### src/rtl/bdlp_pkg.sv
// ----------------------------------------------------------------------------
// bdlp_pkg
// Shared types and constants of the button debounce / long-press unit.
// ----------------------------------------------------------------------------
`timescale 1ns / 1ps

package bdlp_pkg;

  localparam int unsigned TimerW = 16;
  localparam int unsigned CfgIdxW = 2;
  localparam int unsigned CfgDataW = TimerW;

  localparam logic [TimerW-1:0] TimerMax = 16'hFFFF;

  typedef enum logic [2:0] {
    EV_NONE    = 3'd0,
    EV_PRESS   = 3'd1,
    EV_SHORT   = 3'd2,
    EV_LONG    = 3'd3,
    EV_RELEASE = 3'd4
  } event_e;

  typedef enum logic [CfgIdxW-1:0] {
    CFG_ACTIVE_LEVEL = 2'd0,
    CFG_DEBOUNCE     = 2'd1,
    CFG_LONG_PRESS   = 2'd2,
    CFG_UNUSED       = 2'd3
  } cfg_idx_e;

  localparam logic              RstActiveLevel = 1'b0;
  localparam logic [TimerW-1:0] RstDebounce    = 16'd20;
  localparam logic [TimerW-1:0] RstLongPress   = 16'd1000;

  typedef struct packed {
    logic              press_level;
    logic [TimerW-1:0] debounce_time;
    logic [TimerW-1:0] long_press_time;
  } cfg_t;

  typedef struct packed {
    logic              prev_pin_pressed;
    logic              stable_pressed;
    logic              long_done;
    event_e            pending;
    logic [TimerW-1:0] steady_timer;
    logic [TimerW-1:0] held_timer;
  } state_t;

  localparam state_t StateRst = '{
    prev_pin_pressed: 1'b0,
    stable_pressed:   1'b0,
    long_done:        1'b0,
    pending:          EV_NONE,
    steady_timer:     '0,
    held_timer:       '0
  };

  function automatic logic [TimerW-1:0] sat_add(input logic [TimerW-1:0] a,
                                                input logic [TimerW-1:0] b);
    logic [TimerW:0] s;
    s = {1'b0, a} + {1'b0, b};
    return s[TimerW] ? TimerMax : s[TimerW-1:0];
  endfunction

endpackage

### src/rtl/bdlp_if.sv
// ----------------------------------------------------------------------------
// bdlp_in_if / bdlp_out_if
// Valid/ready channels of the button unit: scan/fetch beats in, events out.
// ----------------------------------------------------------------------------
`timescale 1ns / 1ps

interface bdlp_in_if;
  logic                          valid;
  logic                          ready;
  logic                          kind;
  logic                          raw_pin;
  logic [bdlp_pkg::TimerW-1:0]   elapsed;

  modport source (output valid, kind, raw_pin, elapsed, input ready);
  modport sink   (input valid, kind, raw_pin, elapsed, output ready);
endinterface

interface bdlp_out_if;
  logic       valid;
  logic       ready;
  logic [2:0] event_code;

  modport source (output valid, event_code, input ready);
  modport sink   (input valid, event_code, output ready);
endinterface

### src/rtl/bdlp_step.sv
// ----------------------------------------------------------------------------
// bdlp_step
// Next-state logic for one beat: debounce, press/release, long-press and fetch clear.
// ----------------------------------------------------------------------------
`timescale 1ns / 1ps

module bdlp_step (
  input  bdlp_pkg::cfg_t                cfg_i,
  input  bdlp_pkg::state_t              state_i,
  input  logic                          kind_i,
  input  logic                          raw_pin_i,
  input  logic [bdlp_pkg::TimerW-1:0]   elapsed_i,
  output bdlp_pkg::state_t              state_o,
  output bdlp_pkg::event_e              event_o
);

  logic                        pin_pressed;
  logic                        below;
  logic                        settled;
  logic [bdlp_pkg::TimerW-1:0] steady_sum;
  logic [bdlp_pkg::TimerW-1:0] held_sum;

  assign pin_pressed = (raw_pin_i == cfg_i.press_level);
  assign below       = (state_i.steady_timer < cfg_i.debounce_time);
  assign steady_sum  = bdlp_pkg::sat_add(state_i.steady_timer, elapsed_i);
  assign held_sum    = bdlp_pkg::sat_add(state_i.held_timer, elapsed_i);
  assign settled     = !below || (steady_sum >= cfg_i.debounce_time);
  assign event_o     = state_i.pending;

  always_comb begin
    state_o = state_i;
    if (kind_i) begin
      state_o.pending = bdlp_pkg::EV_NONE;
    end else if (pin_pressed != state_i.prev_pin_pressed) begin
      state_o.prev_pin_pressed = pin_pressed;
      state_o.steady_timer     = '0;
    end else begin
      if (below) begin
        state_o.steady_timer = steady_sum;
      end
      if (settled) begin
        if (state_i.stable_pressed != pin_pressed) begin
          state_o.stable_pressed = pin_pressed;
          if (pin_pressed) begin
            state_o.held_timer = '0;
            state_o.long_done  = 1'b0;
            state_o.pending    = bdlp_pkg::EV_PRESS;
          end else begin
            state_o.pending = state_i.long_done ? bdlp_pkg::EV_RELEASE
                                                : bdlp_pkg::EV_SHORT;
          end
        end else if (state_i.stable_pressed) begin
          state_o.held_timer = held_sum;
          if (!state_i.long_done && held_sum >= cfg_i.long_press_time) begin
            state_o.long_done = 1'b1;
            state_o.pending   = bdlp_pkg::EV_LONG;
          end
        end
      end
    end
  end

endmodule

### src/rtl/button_debounce_long_press_unit.sv
// ----------------------------------------------------------------------------
// button_debounce_long_press_unit
// Button qualifier: debounces a sampled pin and reports press, short,
// long and release events.
// ----------------------------------------------------------------------------
// Usage:
//   in_i   carries beats of kind scan (raw pin level plus elapsed ms) or
//          fetch. A scan updates the debounce and hold timers and gives no
//          result. A fetch returns the latched event on out_o and clears it.
//   cfg_*  writes active level, debounce time and long-press time; the user
//          writes only while the unit is idle, unchecked by the unit; a write to an unused index is dropped.
// Timing:
//   One beat is accepted every cycle while in_i.ready is high. All work for
//   a beat is done in the cycle it is accepted, in one pass through the timer
//   adders and compares; the event of a fetch appears on out_o in the next cycle.
// Reset:
//   rst_ni clears all timers and flags, drops any latched event and any
//   waiting result, and loads the register defaults (active low, 20 ms,
//   1000 ms).
// Stalls:
//   The output register holds a result until taken; in_i.ready stays high
//   while that register is empty or being emptied in the same cycle.
// ----------------------------------------------------------------------------
`timescale 1ns / 1ps

module button_debounce_long_press_unit (
  input  logic                            clk_i,
  input  logic                            rst_ni,
  input  logic                            cfg_we_i,
  input  logic [bdlp_pkg::CfgIdxW-1:0]    cfg_idx_i,
  input  logic [bdlp_pkg::CfgDataW-1:0]   cfg_data_i,
  bdlp_in_if.sink                         in_i,
  bdlp_out_if.source                      out_o
);

  bdlp_pkg::cfg_t   cfg_q;
  bdlp_pkg::state_t state_q, state_d;
  bdlp_pkg::event_e step_event;
  bdlp_pkg::event_e event_q;
  logic             out_valid_q;
  logic             in_fire;
  logic             out_fire;

  assign in_i.ready       = !out_valid_q || out_o.ready;
  assign in_fire          = in_i.valid && in_i.ready;
  assign out_fire         = out_valid_q && out_o.ready;
  assign out_o.valid      = out_valid_q;
  assign out_o.event_code = event_q;

  bdlp_step u_step (
    .cfg_i     (cfg_q),
    .state_i   (state_q),
    .kind_i    (in_i.kind),
    .raw_pin_i (in_i.raw_pin),
    .elapsed_i (in_i.elapsed),
    .state_o   (state_d),
    .event_o   (step_event)
  );

  always_ff @(posedge clk_i or negedge rst_ni) begin
    if (!rst_ni) begin
      cfg_q.press_level     <= bdlp_pkg::RstActiveLevel;
      cfg_q.debounce_time   <= bdlp_pkg::RstDebounce;
      cfg_q.long_press_time <= bdlp_pkg::RstLongPress;
    end else if (cfg_we_i) begin
      unique case (bdlp_pkg::cfg_idx_e'(cfg_idx_i))
        bdlp_pkg::CFG_ACTIVE_LEVEL: cfg_q.press_level     <= cfg_data_i[0];
        bdlp_pkg::CFG_DEBOUNCE:     cfg_q.debounce_time   <= cfg_data_i;
        bdlp_pkg::CFG_LONG_PRESS:   cfg_q.long_press_time <= cfg_data_i;
        default: ;
      endcase
    end
  end

  always_ff @(posedge clk_i or negedge rst_ni) begin
    if (!rst_ni) begin
      state_q     <= bdlp_pkg::StateRst;
      out_valid_q <= 1'b0;
    end else begin
      if (in_fire) begin
        state_q <= state_d;
      end
      if (in_fire && in_i.kind) begin
        out_valid_q <= 1'b1;
      end else if (out_fire) begin
        out_valid_q <= 1'b0;
      end
    end
  end

  always_ff @(posedge clk_i) begin
    if (in_fire && in_i.kind) begin
      event_q <= step_event;
    end
  end

  a_fetch_result: assert property (@(posedge clk_i) disable iff (!rst_ni)
    in_fire && in_i.kind |=> out_valid_q && event_q == $past(state_q.pending))
    else $error("fetch did not return the latched event");

  a_fetch_clears: assert property (@(posedge clk_i) disable iff (!rst_ni)
    in_fire && in_i.kind |=> state_q.pending == bdlp_pkg::EV_NONE)
    else $error("fetch did not clear the latched event");

  a_press_event: assert property (@(posedge clk_i) disable iff (!rst_ni)
    $rose(state_q.stable_pressed) |-> state_q.pending == bdlp_pkg::EV_PRESS &&
      state_q.held_timer == '0 && !state_q.long_done)
    else $error("press did not latch a press event with cleared hold state");

endmodule
### src/flat_wrapper.sv
// flat-port wrapper written by rule: the top's interface ports become plain ports
module button_debounce_long_press_unit_flat 
  (clk_i, rst_ni, cfg_we_i, cfg_idx_i, cfg_data_i, in_i_valid, in_i_kind, in_i_raw_pin, in_i_elapsed, in_i_ready, out_o_valid, out_o_event_code, out_o_ready);
  bdlp_in_if in_i_i ();
  bdlp_out_if out_o_i ();
  input  logic clk_i;
  input  logic rst_ni;
  input  logic cfg_we_i;
  input  logic [bdlp_pkg::CfgIdxW-1:0] cfg_idx_i;
  input  logic [bdlp_pkg::CfgDataW-1:0] cfg_data_i;
  input wire logic [$bits(in_i_i.valid)-1:0] in_i_valid;
  input wire logic [$bits(in_i_i.kind)-1:0] in_i_kind;
  input wire logic [$bits(in_i_i.raw_pin)-1:0] in_i_raw_pin;
  input wire logic [$bits(in_i_i.elapsed)-1:0] in_i_elapsed;
  output wire logic [$bits(in_i_i.ready)-1:0] in_i_ready;
  output wire logic [$bits(out_o_i.valid)-1:0] out_o_valid;
  output wire logic [$bits(out_o_i.event_code)-1:0] out_o_event_code;
  input wire logic [$bits(out_o_i.ready)-1:0] out_o_ready;
  assign in_i_i.valid = in_i_valid;
  assign in_i_i.kind = in_i_kind;
  assign in_i_i.raw_pin = in_i_raw_pin;
  assign in_i_i.elapsed = in_i_elapsed;
  assign in_i_ready = in_i_i.ready;
  assign out_o_valid = out_o_i.valid;
  assign out_o_event_code = out_o_i.event_code;
  assign out_o_i.ready = out_o_ready;
  button_debounce_long_press_unit u_core (.clk_i(clk_i), .rst_ni(rst_ni), .cfg_we_i(cfg_we_i), .cfg_idx_i(cfg_idx_i), .cfg_data_i(cfg_data_i), .in_i(in_i_i), .out_o(out_o_i));
endmodule
### config.mk
export PLATFORM = sky130hd
export DESIGN_NAME = button_debounce_long_press_unit_flat
export DESIGN_NICKNAME = d
export VERILOG_FILES = /design/src/rtl/bdlp_pkg.sv /design/src/rtl/bdlp_if.sv /design/src/rtl/bdlp_step.sv /design/src/rtl/button_debounce_long_press_unit.sv /design/src/flat_wrapper.sv
export SDC_FILE = /design/constraint.sdc
export NUM_CORES = 1
export LEC_CHECK = 0
export BUFFER_PORTS_ARGS = -buffer_cell sky130_fd_sc_hd__clkbuf_2
export CORE_MARGIN = 5
export CORE_UTILIZATION = 55
export DETAILED_ROUTE_END_ITERATION = 6
export PLACE_DENSITY = 0.74
export SETUP_SLACK_MARGIN = 0.1
export SLEW_MARGIN = 20
export SYNTH_ARGS = -nofsm -noshare
export SYNTH_HDL_FRONTEND = slang
export SYNTH_HIERARCHICAL = 1
export SYNTH_SLANG_ARGS = --single-unit
### constraint.sdc
create_clock -name clk_i -period 6.35 [get_ports clk_i]
set_input_delay 1.27 -clock clk_i [delete_from_list [all_inputs] [get_ports clk_i]]
set_output_delay 1.27 -clock clk_i [all_outputs]
set_load 0.05 [all_outputs]
; Word-level counts from Yosys, hierarchy flattened
; Index checks and enable logic that the tools add are counted.
[totals]
elab_cells = 69
output_inout_bits = 5
register_bits = 75
inputBits = 41
[classes]
bitwise_logic = 2
n_mux = 18
eq_ne = 7
add_sub_neg = 2
order_cmp = 3
reduce_logical = 26
[ops]
columns = op, count
row1 = $mux W16, 7
row2 = $add A16 B16 Y17, 2
row3 = $ge A16 B16 Y1, 2
row4 = $lt A16 B16 Y1, 1
row5 = $mux W3, 5
row6 = $mux W4, 3
row7 = $reduce_and A5 Y1, 2
row8 = $reduce_bool A2 Y1, 5
row9 = $reduce_and A7 Y1, 1
row10 = $reduce_and A2 Y1, 3
row11 = $reduce_and A3 Y1, 2
row12 = $reduce_and A6 Y1, 1
row13 = $reduce_bool A3 Y1, 2
row14 = $logic_and A1 B1 Y1, 4
row15 = $ne A2 B2 Y1 const B, 2
row16 = $logic_not A1 Y1, 3
row17 = $mux W1, 3
row18 = $eq A2 B1 Y1 const B, 1
row19 = $eq A2 B2 Y1 const B, 1
row20 = $logic_not A2 Y1, 1
row21 = $logic_or A1 B1 Y1, 2
row22 = $ne A1 B1 Y1, 2
row23 = $not A1 Y1, 2
row24 = $eq A1 B1 Y1, 1

; Longest topological paths before layout
; Gate-level depths: netlist of run 1.
[depth]
ltp_word = 10
depth_mapped = 22
mapped_depth_nobuf = 19

; Hierarchy
; The synthesis of run 1 kept the hierarchy.
[modules_own_cells]
columns = module, area_per_inst_um2, cells_each, instances, seq_area_each_um2
row1 = bdlp_step, 3271.9, 442, 1, 0.0
row2 = button_debounce_long_press_unit, 2994.1, 160, 1, 1901.8

; Worst setup path before layout of run 1
; Ideal clock, no wire load.
[synth_path]
kind = input-to-reg
startpoint = input port in_i_elapsed[0]
endpoint = register u_core/state_q[12] (netlist bit)
path_stages = 21
arrival_time_ns = 5.538
setup_ns = 0.125
n_path_buf = 3
setup_slack_ns = 0.687
t_required_ns = 6.225
path_cell_list = ha_1 > fa_1 > a21oi_1 > o22ai_1 > o41ai_2 > nor3_1 > a221oi_2 > o21a_1 > buf_2 > nand2_1 > ha_1 > a211oi_1 > nor2_1 > a211o_1 > nor4_4 > or3_1 > buf_6 > nor2_4 > buf_6 > a22o_1 > mux2_4
[synth_via]
elab_chain_cells = 5
word_cells_on_any_way = 9
classes_between = add/sub: 2 / order compare: 1 / mux: 4 / reduce/logical: 2
[synth_rtl]
columns = element, line
row1 = "start, declared", flat_wrapper.sv:14  ; input wire logic [$bits(in_i_i.elapsed)-1:0] in_i_elapsed;
row2 = $add A16 B16 Y17, bdlp_pkg.sv:61  ; s = {1'b0, a} + {1'b0, b};
row3 = $mux W16, bdlp_pkg.sv:62  ; return s[TimerW] ? TimerMax : s[TimerW-1:0];
row4 = $ge A16 B16 Y1, bdlp_step.sv:27  ; assign settled = !below || (steady_sum >= cfg_i.debounce_time);
row5 = $logic_or A1 B1 Y1, bdlp_step.sv:27
row6 = $reduce_and A6 Y1 (no source line), n/a
row7 = "end signal, assigned", button_debounce_long_press_unit.sv:77  ; state_q <= bdlp_pkg::StateRst;
row8 = "end signal, assigned", button_debounce_long_press_unit.sv:81  ; state_q <= state_d;
row9 = "end, declared", button_debounce_long_press_unit.sv:37  ; bdlp_pkg::state_t state_q, state_d;
; Parallel ways exist; a longest one is shown, timed or not. The select of a mux whose other input is x is not followed.
; A chain may end at the register's enable or synchronous reset.

; Worst setup path after layout of run 1
[layout_path]
startpoint = input port in_i_elapsed[0]
endpoint = register u_core/state_q[34] (netlist bit)
[layout_via]
elab_chain_cells = 6
word_cells_on_any_way = 11
classes_between = add/sub: 2 / order compare: 2 / mux: 2 / reduce/logical: 5
[layout_rtl]
columns = element, line
row1 = $add A16 B16 Y17, bdlp_pkg.sv:61
row2 = $mux W16, bdlp_pkg.sv:62
row3 = "$ge A16 B16 Y1, on equally long branches", "bdlp_step.sv:54, bdlp_step.sv:27"
row4 = $logic_and A1 B1 Y1 / $logic_or A1 B1 Y1 (equally long branches), "bdlp_step.sv:54, bdlp_step.sv:27"
row5 = $reduce_bool A3 Y1 (no source line) / $reduce_bool A2 Y1 (equally long branches), n/a
row6 = $reduce_and A5 Y1 (no source line) (*), n/a
; Every way passes the cells marked *; elsewhere a longest branch is shown, timed or not.

==> results of run 1 <==
repair_timing:
| item | CTS | global route |
|---|---|---|
| hold buffers | 0 | 0 |
| setup endpoints to repair | 0 | 16 |
| setup buffers | 0 | 0 |
| gates resized for setup | 0 | 1 |
worst max-delay path, stage by stage:
cell and delay (ns):
clkbuf_2 0.10, ha_1 0.22, fa_1 0.42, a21oi_1 0.22, o22ai_1 0.17, o41ai_2 0.39, nor3_1 0.17, a221oi_2 0.35
o21a_2 0.31, o21ai_0 0.16, ha_1 0.32, a2111oi_0 0.43, a21oi_1 0.17, nor4_4 0.37, buf_4 0.21, mux2i_1 0.18
o21ai_0 0.12, a31o_2 0.23, mux2_2 0.25
power by group through the flow:
stage / Combinational [mW] / Sequential [mW] / Clock, mW
floorplan: 1.74 / 0.764 / 0
CTS: 2.18 / 0.798 / 0.539
detailed placement: 2.15 / 0.805 / 0
finish: 2.20 / 0.797 / 0.523
global placement: 2.07 / 0.797 / 0
global route: 2.46 / 0.818 / 0.557
through the flow:
| stage | cells | setup slack [ns] | cell area, sq um | hold slack (ns) | power, mW |
|---|---|---|---|---|---|
| 6_report | 793 | 0.4838 | 6878 | 0.4849 | 3.516 |
| 3_5_place_dp | 777 | 0.07788 | 6569 | 0.4591 | 2.957 |
| 3_3_place_gp | 777 | 0.2353 | 6569 | 0.4551 | 2.871 |
| 4_1_cts | 793 | 0.3932 | 6872 | 0.4862 | 3.513 |
| 5_1_grt | 793 | 0.1436 | 6878 | 0.5038 | 3.833 |
| 2_1_floorplan | 602 | 0.6868 | 6266 | 0.4793 | 2.508 |
flip-flops by register name, indices dropped and copies added, names as in the netlist:
signal and count:
u_core/out_o.event_code 3, u_core/out_o.valid 1, u_core/state_q 38, u_core/cfg_q 33
final timing paths:
| path | from | to | slack [ns] |
|---|---|---|---|
| setup / recovery | in_i_elapsed[0] | u_core/state_q[34] | 0.48 |
| hold / removal | u_core/state_q[33] | u_core/out_o.event_code[1] | 0.48 |
| setup reg to reg | u_core/state_q[16] | u_core/state_q[34] | 1.05 |
| hold reg to reg | u_core/state_q[33] | u_core/out_o.event_code[1] | 0.48 |
| max in group asynchronous | rst_ni | u_core/state_q[6] | 4.64 |
| min in group asynchronous | rst_ni | u_core/cfg_q[31] | 1.06 |
final cells by class:
cell class                      count  area [sq um]  share of cell area
Clock buffer                       11         264.0             0.03838
Clock inverter                      5         38.79            0.005639
Inverter                           40         150.1             0.02183
Multi-Input combinational cell    470          4086              0.5941
Sequential cell                    75          1902              0.2765
Tap cell                          143         178.9             0.02601
Timing Repair Buffer               49         257.7             0.03747
logic make-up (layout without fill, tap and decap cells):
kind of cell               Yosys count  in the layout  synth area share
xor gates and xnor gates            24             24           0.03355
AOI/OAI and AO/OA                  160            160            0.1821
DFF                                 75             75            0.3035
buffers and inverters               57            105           0.04533
and+or+nand+nor                    133            133            0.1182
muxes                               72             72            0.1532
adders and majority gates           81             81            0.1641
layer usage:
metal	global-route usage	vias to the layer above	wire (um)
li1	-	2328	-
met1	0.2711	2224	6230
met2	0.3773	91	6891
met3	0.04041	24	526
met4	0.08869	0	423
met5	0	-	0
cells in the mapped netlist (all sizes together) (4+ instances only):
cell	instances	area [sq um]
xnor2	15	131.4
o31ai	5	37.54
or3	5	31.28
and3	4	25.02
o21bai	6	45.04
dfrtp	64	1602
o21ai	24	120.1
nand2	37	141.4
nand4	5	31.28
a31oi	4	25.02
a211oi	8	60.06
buf	14	122.6
nor2	22	90.09
o21a	10	75.07
mux2	71	949.7
a21o	19	142.6
dfstp	8	210.2
inv	40	150.1
nor2b	7	43.79
nand2b	18	127.6
xor2	9	78.83
nor3	12	60.06
ha	79	988.5
a21oi	33	165.2
a22o	30	262.8
nor4	4	40.04
nand3	6	30.03
==> metrics.txt, run 1 <==
worst hold path stage count 0; final wirelength 14070 um; syn avg cell area 10.41 sq um; Final Util 0.6102; PortBufs 45; CP endpoint kind flip-flop; Setup TNS Final 0 ns; asr flop ratio synth 0.9600; Fin. Hold Viols 0; crit start category input port; sequential power share 0.227; Initial Util 0.5559; detailed-placement wirelength estimate 10700 um; Relative slew margins 0.2879; H-tree depth 3; Min-Delay Path Class reg2reg; worst-margin pin slew 1.068 ns; Syn Nets 724; worst-path fanout max 12; critical path type in2reg; Sw Share 0.4326; Final GP Congestion 0.8994; status finished clean; Boundary Pins 46; Pre-antenna DRT Iters 4; Skew-Pair Late Insertion Delay 0.36 ns; NetSw 1.521 mW; Peak Freq 170.5 MHz; Yosys warnings 6; Die Y 116.7 um; most frequent cells in the layout ha_1, dfrtp_1, clkbuf_2; Layout Nets 767; DR vias/cell 5.885; Post-synth EDFFs 3; static leakage 3.510 nW; Synth Cell Area 0.006266 sq mm; critical path data required time 6.58 ns; Overall Global Routing Usage 0.2194; share of layout cells above drive strength 1 0.2477; Die Footprint 0.01363 sq mm; row cnt 39; first-pass GRT wire length 23310 um; CTS sink cnt 75; Power Density 511.2 mW/mm^2; post-DR wirelength/cell 17.74 um; Final min period 5.866 ns; Clk pwr share 0.149; DR iter-0 viols 243; gr ovfl total 0; Worst Path Arrival 6.10 ns; die width 116.7 um; post-synthesis sequential area ratio 0.3035; Logic pwr share 0.625; Post-DRT Antenna Nets 0; clock transition at the registers of the reported paths 0.06 ns; Syn Inst Count 602; cts bufs inserted 9; number of diodes 0; most common cell after layout, fill and taps aside ha_1; number of global-route vias before repair 4892; ys flop type dfrtp_1; worst reg-to-reg path cell count 18; Finish-stage setup viols 0; Yosys reg bits 75; Setup Skew 0.01150 ns; Max VDD drop 290.8 uV; pin count of the biggest net entering global routing 73; RSZ-0062 raised after global routing no; internal power 1.995 mW; CTS root buf clkbuf_16; Max Slew Vio Count 0; initial antenna violation count 0; Bufs on Longest Clock Path 2; Layout area overhead 9.764%; CTS tree built; DRC errors left 0; Max-Cap Viols 0; distinct cell type count after synthesis 62; fillers 934; core area 0.01127 sq mm; vias 4667; fin crit share 0.9238
Power figures use the tool's default switching activity.
==> inputs of run 2 (changes only) <==
- CORE_UTILIZATION: 55 -> 33
- PLACE_DENSITY: 0.74 -> not set
==> run 2 against run 1 <==
  * Setup slack better by 0.050 ns
  * Clock power increased by 4.0%
  * Critical path type unchanged
  * Critical endpoint unchanged
  * Global-route usage fell by 8.2 points
  * Sequential power fell by 0.9%
  * Clock skew shrank 0.0036 ns
  * Worst hold slack better by 0.0015 ns
  * Maximum frequency grew 0.86%
==> metrics.txt, run 2 (synthesis gave the netlist of run 1 again) <==
met3 usage in global routing 0.03066 (-0.009758); worst setup path start in_i_elapsed[0]; Seq. cell area 0.001902 sq mm (unchanged); Final min period 5.816 ns (-0.05016 ns); Relative slew margins 0.3146 (+0.02669); Hold Slack 0.4864 ns (+0.001547 ns); Max VDD drop 188.8 uV (-35%); Setup Skew 0.007857 ns (-0.003647 ns); Sw Share 0.4259 (-0.006671); Largest register FFs 38 (unchanged); post-DR wirelength/cell 16.28 um (-8.2%); cts bufs inserted 9 (unchanged); final wirelength 14460 um (+2.8%); Layout area overhead 12.14%; DR iter-0 viols 243 (unchanged); area occupied by multi-input gates 0.004080 sq mm (-0.15%); number of global-route vias before repair 4546 (-7.1%); Pre-antenna DRT Iters 4 (unchanged); Bufs on Longest Clock Path 2 (unchanged); crit start category input port; fin crit share 0.9159 (-0.007900); clock transition at the registers of the reported paths 0.07 ns (about the same); Peak Freq 171.9 MHz (+0.86%); Max Slew Vio Count 0 (unchanged); sequential power share 0.225 (-0.002); Min-Delay Path Class reg2reg; critical path's slowest cell nor4_4; met1 GRT Util 0.1884 (-0.08266); Overall Global Routing Usage 0.1370 (-0.08238); Setup TNS Final 0 ns (unchanged); Max-Cap Viols 0 (unchanged); CP endpoint kind flip-flop; die width 147.8 um (+27%); CTS sink cnt 75 (unchanged); H-tree depth 3 (unchanged); initial antenna violation count 0 (unchanged); Die Y 147.8 um (+27%); Finish-stage setup viols 0 (unchanged); vias 4536 (-2.8%); most flop-heavy register u_core/state_q; RSZ-0062 raised after global routing no; Largest stage delay, worst path 0.46 ns (+0.03 ns); reg2reg end u_core/state_q[34]; row cnt 50 (+28%); CTS hold repair buffers 0 (unchanged); pin count of the biggest net entering global routing 73 (unchanged); worst-margin pin slew 1.028 ns (-0.04003 ns); Setup Buffers After CTS 0 (unchanged); post-layout total power 3.520 mW (+0.12%); worst hold path stage count 0 (unchanged); Post-DRT Antenna Nets 0 (unchanged); reg-to-reg startpoint u_core/state_q[16]; GRT Max-Usage Layer met2; DR vias/cell 5.108 (-13%); Worst Hold Launch u_core/state_q[33]; Layout Nets 771 (+0.52%); DRC errors left 0 (unchanged); internal power 2.021 mW (+1.3%); status finished clean; static leakage 3.525 nW (+0.42%); share of layout cells above drive strength 1 0.2508 (+0.003072); critical path data required time 6.58 ns (about the same); Fin. Hold Viols 0 (unchanged); Clk pwr share 0.154 (+0.005); met2 Use GR 0.2200 (-0.1573); worst-path fanout max 12 (unchanged); Final WS setup 0.5339 ns (+0.05016 ns); first-pass GRT wire length 23730 um (+1.8%); Buf/Inv on CP 2 (unchanged); critical path type in2reg; worst reg-to-reg path cell count 18 (unchanged); PortBufs 45 (unchanged); CP delay by family, top compound AO/OA/AOI/OAI gates; crit-path cells clkbuf_2 > ha_1 > fa_1 > a21oi_1 > o22ai_1 > o41ai_2 > nor3_1 > a221oi_2 > o21a_1 > o21ai_0 > ha_1 > a2111oi_0 > a21oi_1 > nor4_4 > buf_4 > mux2i_1 > o21ai_0 > a31o_2 > mux2_2; most frequent cells in the layout ha_1, dfrtp_1, clkbuf_2; Power Density 501.0 mW/mm^2 (-2.0%); gr ovfl total 0 (unchanged); Post-CTS Resized 0 (unchanged); Skew-Pair Late Insertion Delay 0.35 ns (about the same); number of diodes 0 (unchanged); Initial Util 0.3350 (-0.2209); CTS tree built; Final GP Congestion 0.8171 (-9.2%); most common cell after layout, fill and taps aside ha_1; detailed-placement wirelength estimate 11120 um (+3.9%); Worst Path Arrival 6.05 ns (-0.05 ns); Final Util 0.3757 (-0.2345); worst slack, placed 0.2145 ns (+0.1366 ns); Die Footprint 0.02184 sq mm (+60%); CTS root buf clkbuf_16; reg-to-reg slack, setup 1.12 ns (+0.07 ns); Hold Path Sink u_core/out_o.event_code[1]; Logic pwr share 0.621 (-0.004); core area 0.01871 sq mm (+66%); Boundary Pins 46 (unchanged); fillers 1846 (+98%); NetSw 1.499 mW (-1.4%)
[run 2: metal layers]
metal | vias to the layer above | wire [um] | share of wire
met5 | - | 0 | 0
met4 | 0 | 138 | 0.0095
met3 | 9 | 602 | 0.042
met2 | 73 | 6562 | 0.45
met1 | 2115 | 7155 | 0.49
li1 | 2339 | - | -
[run 2: worst max path at each step]
stage,endpoint,cells past startpoint
after floorplan,u_core/state_q[12],21
final,u_core/state_q[34],19
after CTS,u_core/state_q[34],19
after global placement,u_core/state_q[34],19
after global routing,u_core/state_q[34],19
after detailed placement,u_core/state_q[34],19
[run 2: layout make-up]
type	count	share of cell area
inverters	40	0.02137
flip-flops and latches	75	0.2707
repair buffers	53	0.04149
multi-input cells	470	0.5807
clock buffers	10	0.03401
well taps	234	0.04167
clock inverters	6	0.01015
[run 2: power groups by stage]
| stage | logic (mW) | clock network (mW) | registers [mW] |
|---|---|---|---|
| 3_5_place_dp | 2.17 | 0 | 0.800 |
| 2_1_floorplan | 1.74 | 0 | 0.764 |
| 3_3_place_gp | 2.16 | 0 | 0.800 |
| 6_report | 2.19 | 0.544 | 0.790 |
| 4_1_cts | 2.19 | 0.557 | 0.793 |
| 5_1_grt | 2.47 | 0.580 | 0.815 |
[run 2: per-stage QoR]
step                      instance area [sq um]  std cells
after floorplan                            6266        602
after global placement                     6713        872
after detailed placement                   6713        872
after CTS                                  7023        888
after global routing                       7027        888
final                                      7027        888
==> inputs of run 3 (changes only) <==
- SYNTH_HIERARCHICAL: 1 -> not set
==> run 3 against run 2 <==
  * Highest routed layer unchanged
  * Non-clock buffer count down 6
  * Largest cell class unchanged
  * Critical path depth down 1
  * Synthesized cell count down 7.1%
  * Power down 11%
  * Clock skew up 0.00052 ns
  * Worst hold slack worse by 0.029 ns
  * Maximum frequency up 2.0%
==> metrics.txt, run 3 <==
status finished clean; Setup Skew 0.008376 ns (+0.0005197 ns); critical path data required time 6.60 ns (+0.02 ns); vias 4278 (-5.7%); fin crit share 0.8982 (-0.01769); Synth area leader dfrtp_1; number of global-route vias before repair 4420 (-2.8%); CTS sink cnt 75 (unchanged); Max VDD drop 163.5 uV (-13%); most flop-heavy register u_core.state_q; Largest register FFs 38 (unchanged); detailed-placement wirelength estimate 11010 um (-1.0%); Layout area overhead 13.72%; first-pass GRT wire length 22500 um (-5.2%); Buf/Inv on CP 1 (-1); CTS hold repair buffers 0 (unchanged); DR iter-0 viols 175 (-28%); share of layout cells above drive strength 1 0.1748 (-0.07593); cts bufs inserted 9 (unchanged); PortBufs 45 (unchanged); Cell Count Post-Placement 816 (-6.4%); Power Density 496.6 mW/mm^2 (-0.88%); Synth Cell Area 0.005544 sq mm (-12%); critical path type in2reg; critical path's slowest cell fa_1; post-DR wirelength/cell 16.29 um (about the same); Relative slew margins 0.3342 (+0.01962); Boundary Pins 46 (unchanged); initial antenna violation count 0 (unchanged); Syn Inst Count 559 (-7.1%); Die Y 139.6 um (-5.5%); total placed instance area 0.006018 sq mm (-10%); Final min period 5.704 ns (-0.1123 ns); most frequent cells in the layout ha_1, dfrtp_1, clkbuf_2; Syn Nets 683 (-5.7%); Overall Global Routing Usage 0.1419 (+0.004845); Post-synth EDFFs 3 (unchanged); most common cell after layout, fill and taps aside ha_1; Largest stage delay, worst path 0.47 ns (about the same); static leakage 3.062 nW (-13%); Max Slew Vio Count 0 (unchanged); CTS tree built; worst-path fanout max 16 (+4); crit start category input port; Yosys reg bits 75 (unchanged); number of diodes 0 (unchanged); count leader, synth ha_1; H-tree depth 3 (unchanged); DR vias/cell 5.142 (+0.66%); Setup Buffers After CTS 0 (unchanged); Post-CTS Resized 0 (unchanged); Finish-stage setup viols 0 (unchanged); Initial Util 0.3355 (+0.0005206); Min-Delay Path Class reg2reg; Final GP Congestion 0.8610 (+5.4%); distinct cell type count after synthesis 57 (-8.1%); gr ovfl total 0 (unchanged); Max-Cap Viols 0 (unchanged); Peak Freq 175.3 MHz (+2.0%); CTS root buf clkbuf_16; ys flop type dfrtp_1; DRC errors left 0 (unchanged); final wirelength 13550 um (-6.3%); pin count of the biggest net entering global routing 73 (unchanged); Fin. Hold Viols 0 (unchanged); syn avg cell area 9.918 sq um (-4.7%); post-synthesis sequential area ratio 0.3430 (+0.03952); Layout Nets 731 (-5.2%); Worst Path Arrival 5.96 ns (-0.09 ns); top cells by count, synth ha_1, dfrtp_1, inv_1; asr flop ratio synth 0.9600 (unchanged); Yosys warnings 0 (-6); Post-DRT Antenna Nets 0 (unchanged); CP endpoint kind flip-flop; Setup TNS Final 0 ns (unchanged); synth top area cells dfrtp_1, ha_1, mux2_2; die width 139.6 um (-5.5%); Die Footprint 0.01949 sq mm (-11%); core area 0.01652 sq mm (-12%); row cnt 47 (-6.0%); Finished Layout Cells 832 (-6.3%); Pre-antenna DRT Iters 4 (unchanged); RSZ-0062 raised after global routing no; worst-margin pin slew 0.9927 ns (-0.03540 ns); Skew-Pair Late Insertion Delay 0.33 ns (-0.02 ns); crit-path cells clkbuf_2 > ha_1 > fa_1 > a211oi_2 > o21ai_1 > a311o_1 > a2111oi_4 > o31ai_2 > or2_1 > ha_1 > a21oi_1 > o21ai_0 > nor3_1 > o211ai_1 > and2_0 > a311o_1 > nand2_1 > mux2i_1; Final Cell Area 0.006305 sq mm (-10%); clock transition at the registers of the reported paths 0.06 ns (about the same); Bufs on Longest Clock Path 2 (unchanged); area fraction of the dominant cell type after synthesis 0.2889 (+0.03328); CP delay by family, top compound AO/OA/AOI/OAI gates
run 3: cell types whose count changed after synthesis, moves of 6 or more:
cell      before  now
a21oi_1       33   27
buf_6          7    0
nand2b_1      16   26
o21ai_0       23   15
o21ai_1        1    8
o21a_1        10    3
nor2_1        21   35
mux2_4        40    0
run 3: where the power goes:
part / internal (mW) / total (mW) / switching, mW
clock: 0.299 / 0.493 / 0.194
combinational: 0.819 / 1.89 / 1.07
sequential: 0.636 / 0.752 / 0.116
run 3: kinds of logic (layout without fill, tap and decap cells):
group                      Yosys count  in the layout  synth area share
xor gates and xnor gates            22             22           0.03475
muxes                               38             38           0.07628
and+or+nand+nor                    143            143            0.1291
DFF                                 75             75            0.3430
buffers and inverters               52            105           0.03633
adders and majority gates           83             83            0.1900
AOI/OAI and AO/OA                  146            146            0.1905
run 3: per-layer routing:
layer / global-route usage / wire (um) / share of wire / up-vias
met4: 0.03978 / 178 / 0.013 / 0
met3: 0.02504 / 446 / 0.033 / 12
met2: 0.2305 / 6170 / 0.46 / 66
li1: - / - / - / 2160
met1: 0.1952 / 6757 / 0.50 / 2040
met5: 0 / 0 / 0 / -
run 3: worst reg2reg max path: cells and delay by family, from the launching register on:
| kind | cells | cell delay [ns] |
|---|---|---|
| fa+ha+maj | 3 | 1.01 |
| mux | 1 | 0.19 |
| flops | 1 | 0.38 |
| compound gates | 9 | 2.40 |
| simple gates | 4 | 0.96 |
run 3: through the flow:
step / utilization / total power, mW / hold slack (ns) / setup slack (ns)
after floorplan: - / 2.158 / 0.4248 / 1.182
after global placement: 0.3642 / 2.574 / 0.4528 / 0.2778
after detailed placement: 0.3642 / 2.633 / 0.4678 / 0.2448
after CTS: 0.3814 / 3.145 / 0.4621 / 0.5735
after global routing: 0.3815 / 3.431 / 0.4962 / 0.2993
final: 0.3815 / 3.131 / 0.4571 / 0.6462
run 3: path summary, 6_finish.rpt:
path | startpoint | endpoint | slack [ns] | depth (start not counted)
setup / recovery | in_i_elapsed[0] | u_core.state_q[34] | 0.65 | 18
hold / removal | u_core.state_q[34] | u_core.out_o.event_code[2] | 0.46 | 0
setup reg to reg | u_core.state_q[0] | u_core.state_q[34] | 1.31 | 17
hold reg to reg | u_core.state_q[34] | u_core.out_o.event_code[2] | 0.46 | 0
max in group asynchronous | rst_ni | u_core.state_q[16] | 4.69 | 1
min in group asynchronous | rst_ni | u_core.state_q[14] | 1.07 | 1
run 3: cell type report:
cell class | instances | area, sq um
Multi-Input combinational cell | 432 | 3443
Inverter | 42 | 157.7
Clock inverter | 7 | 58.81
Clock buffer | 9 | 225.2
Sequential cell | 75 | 1902
Tap cell | 220 | 275.3
Fill cell | 1639 | 10220
Timing Repair Buffer | 47 | 242.7
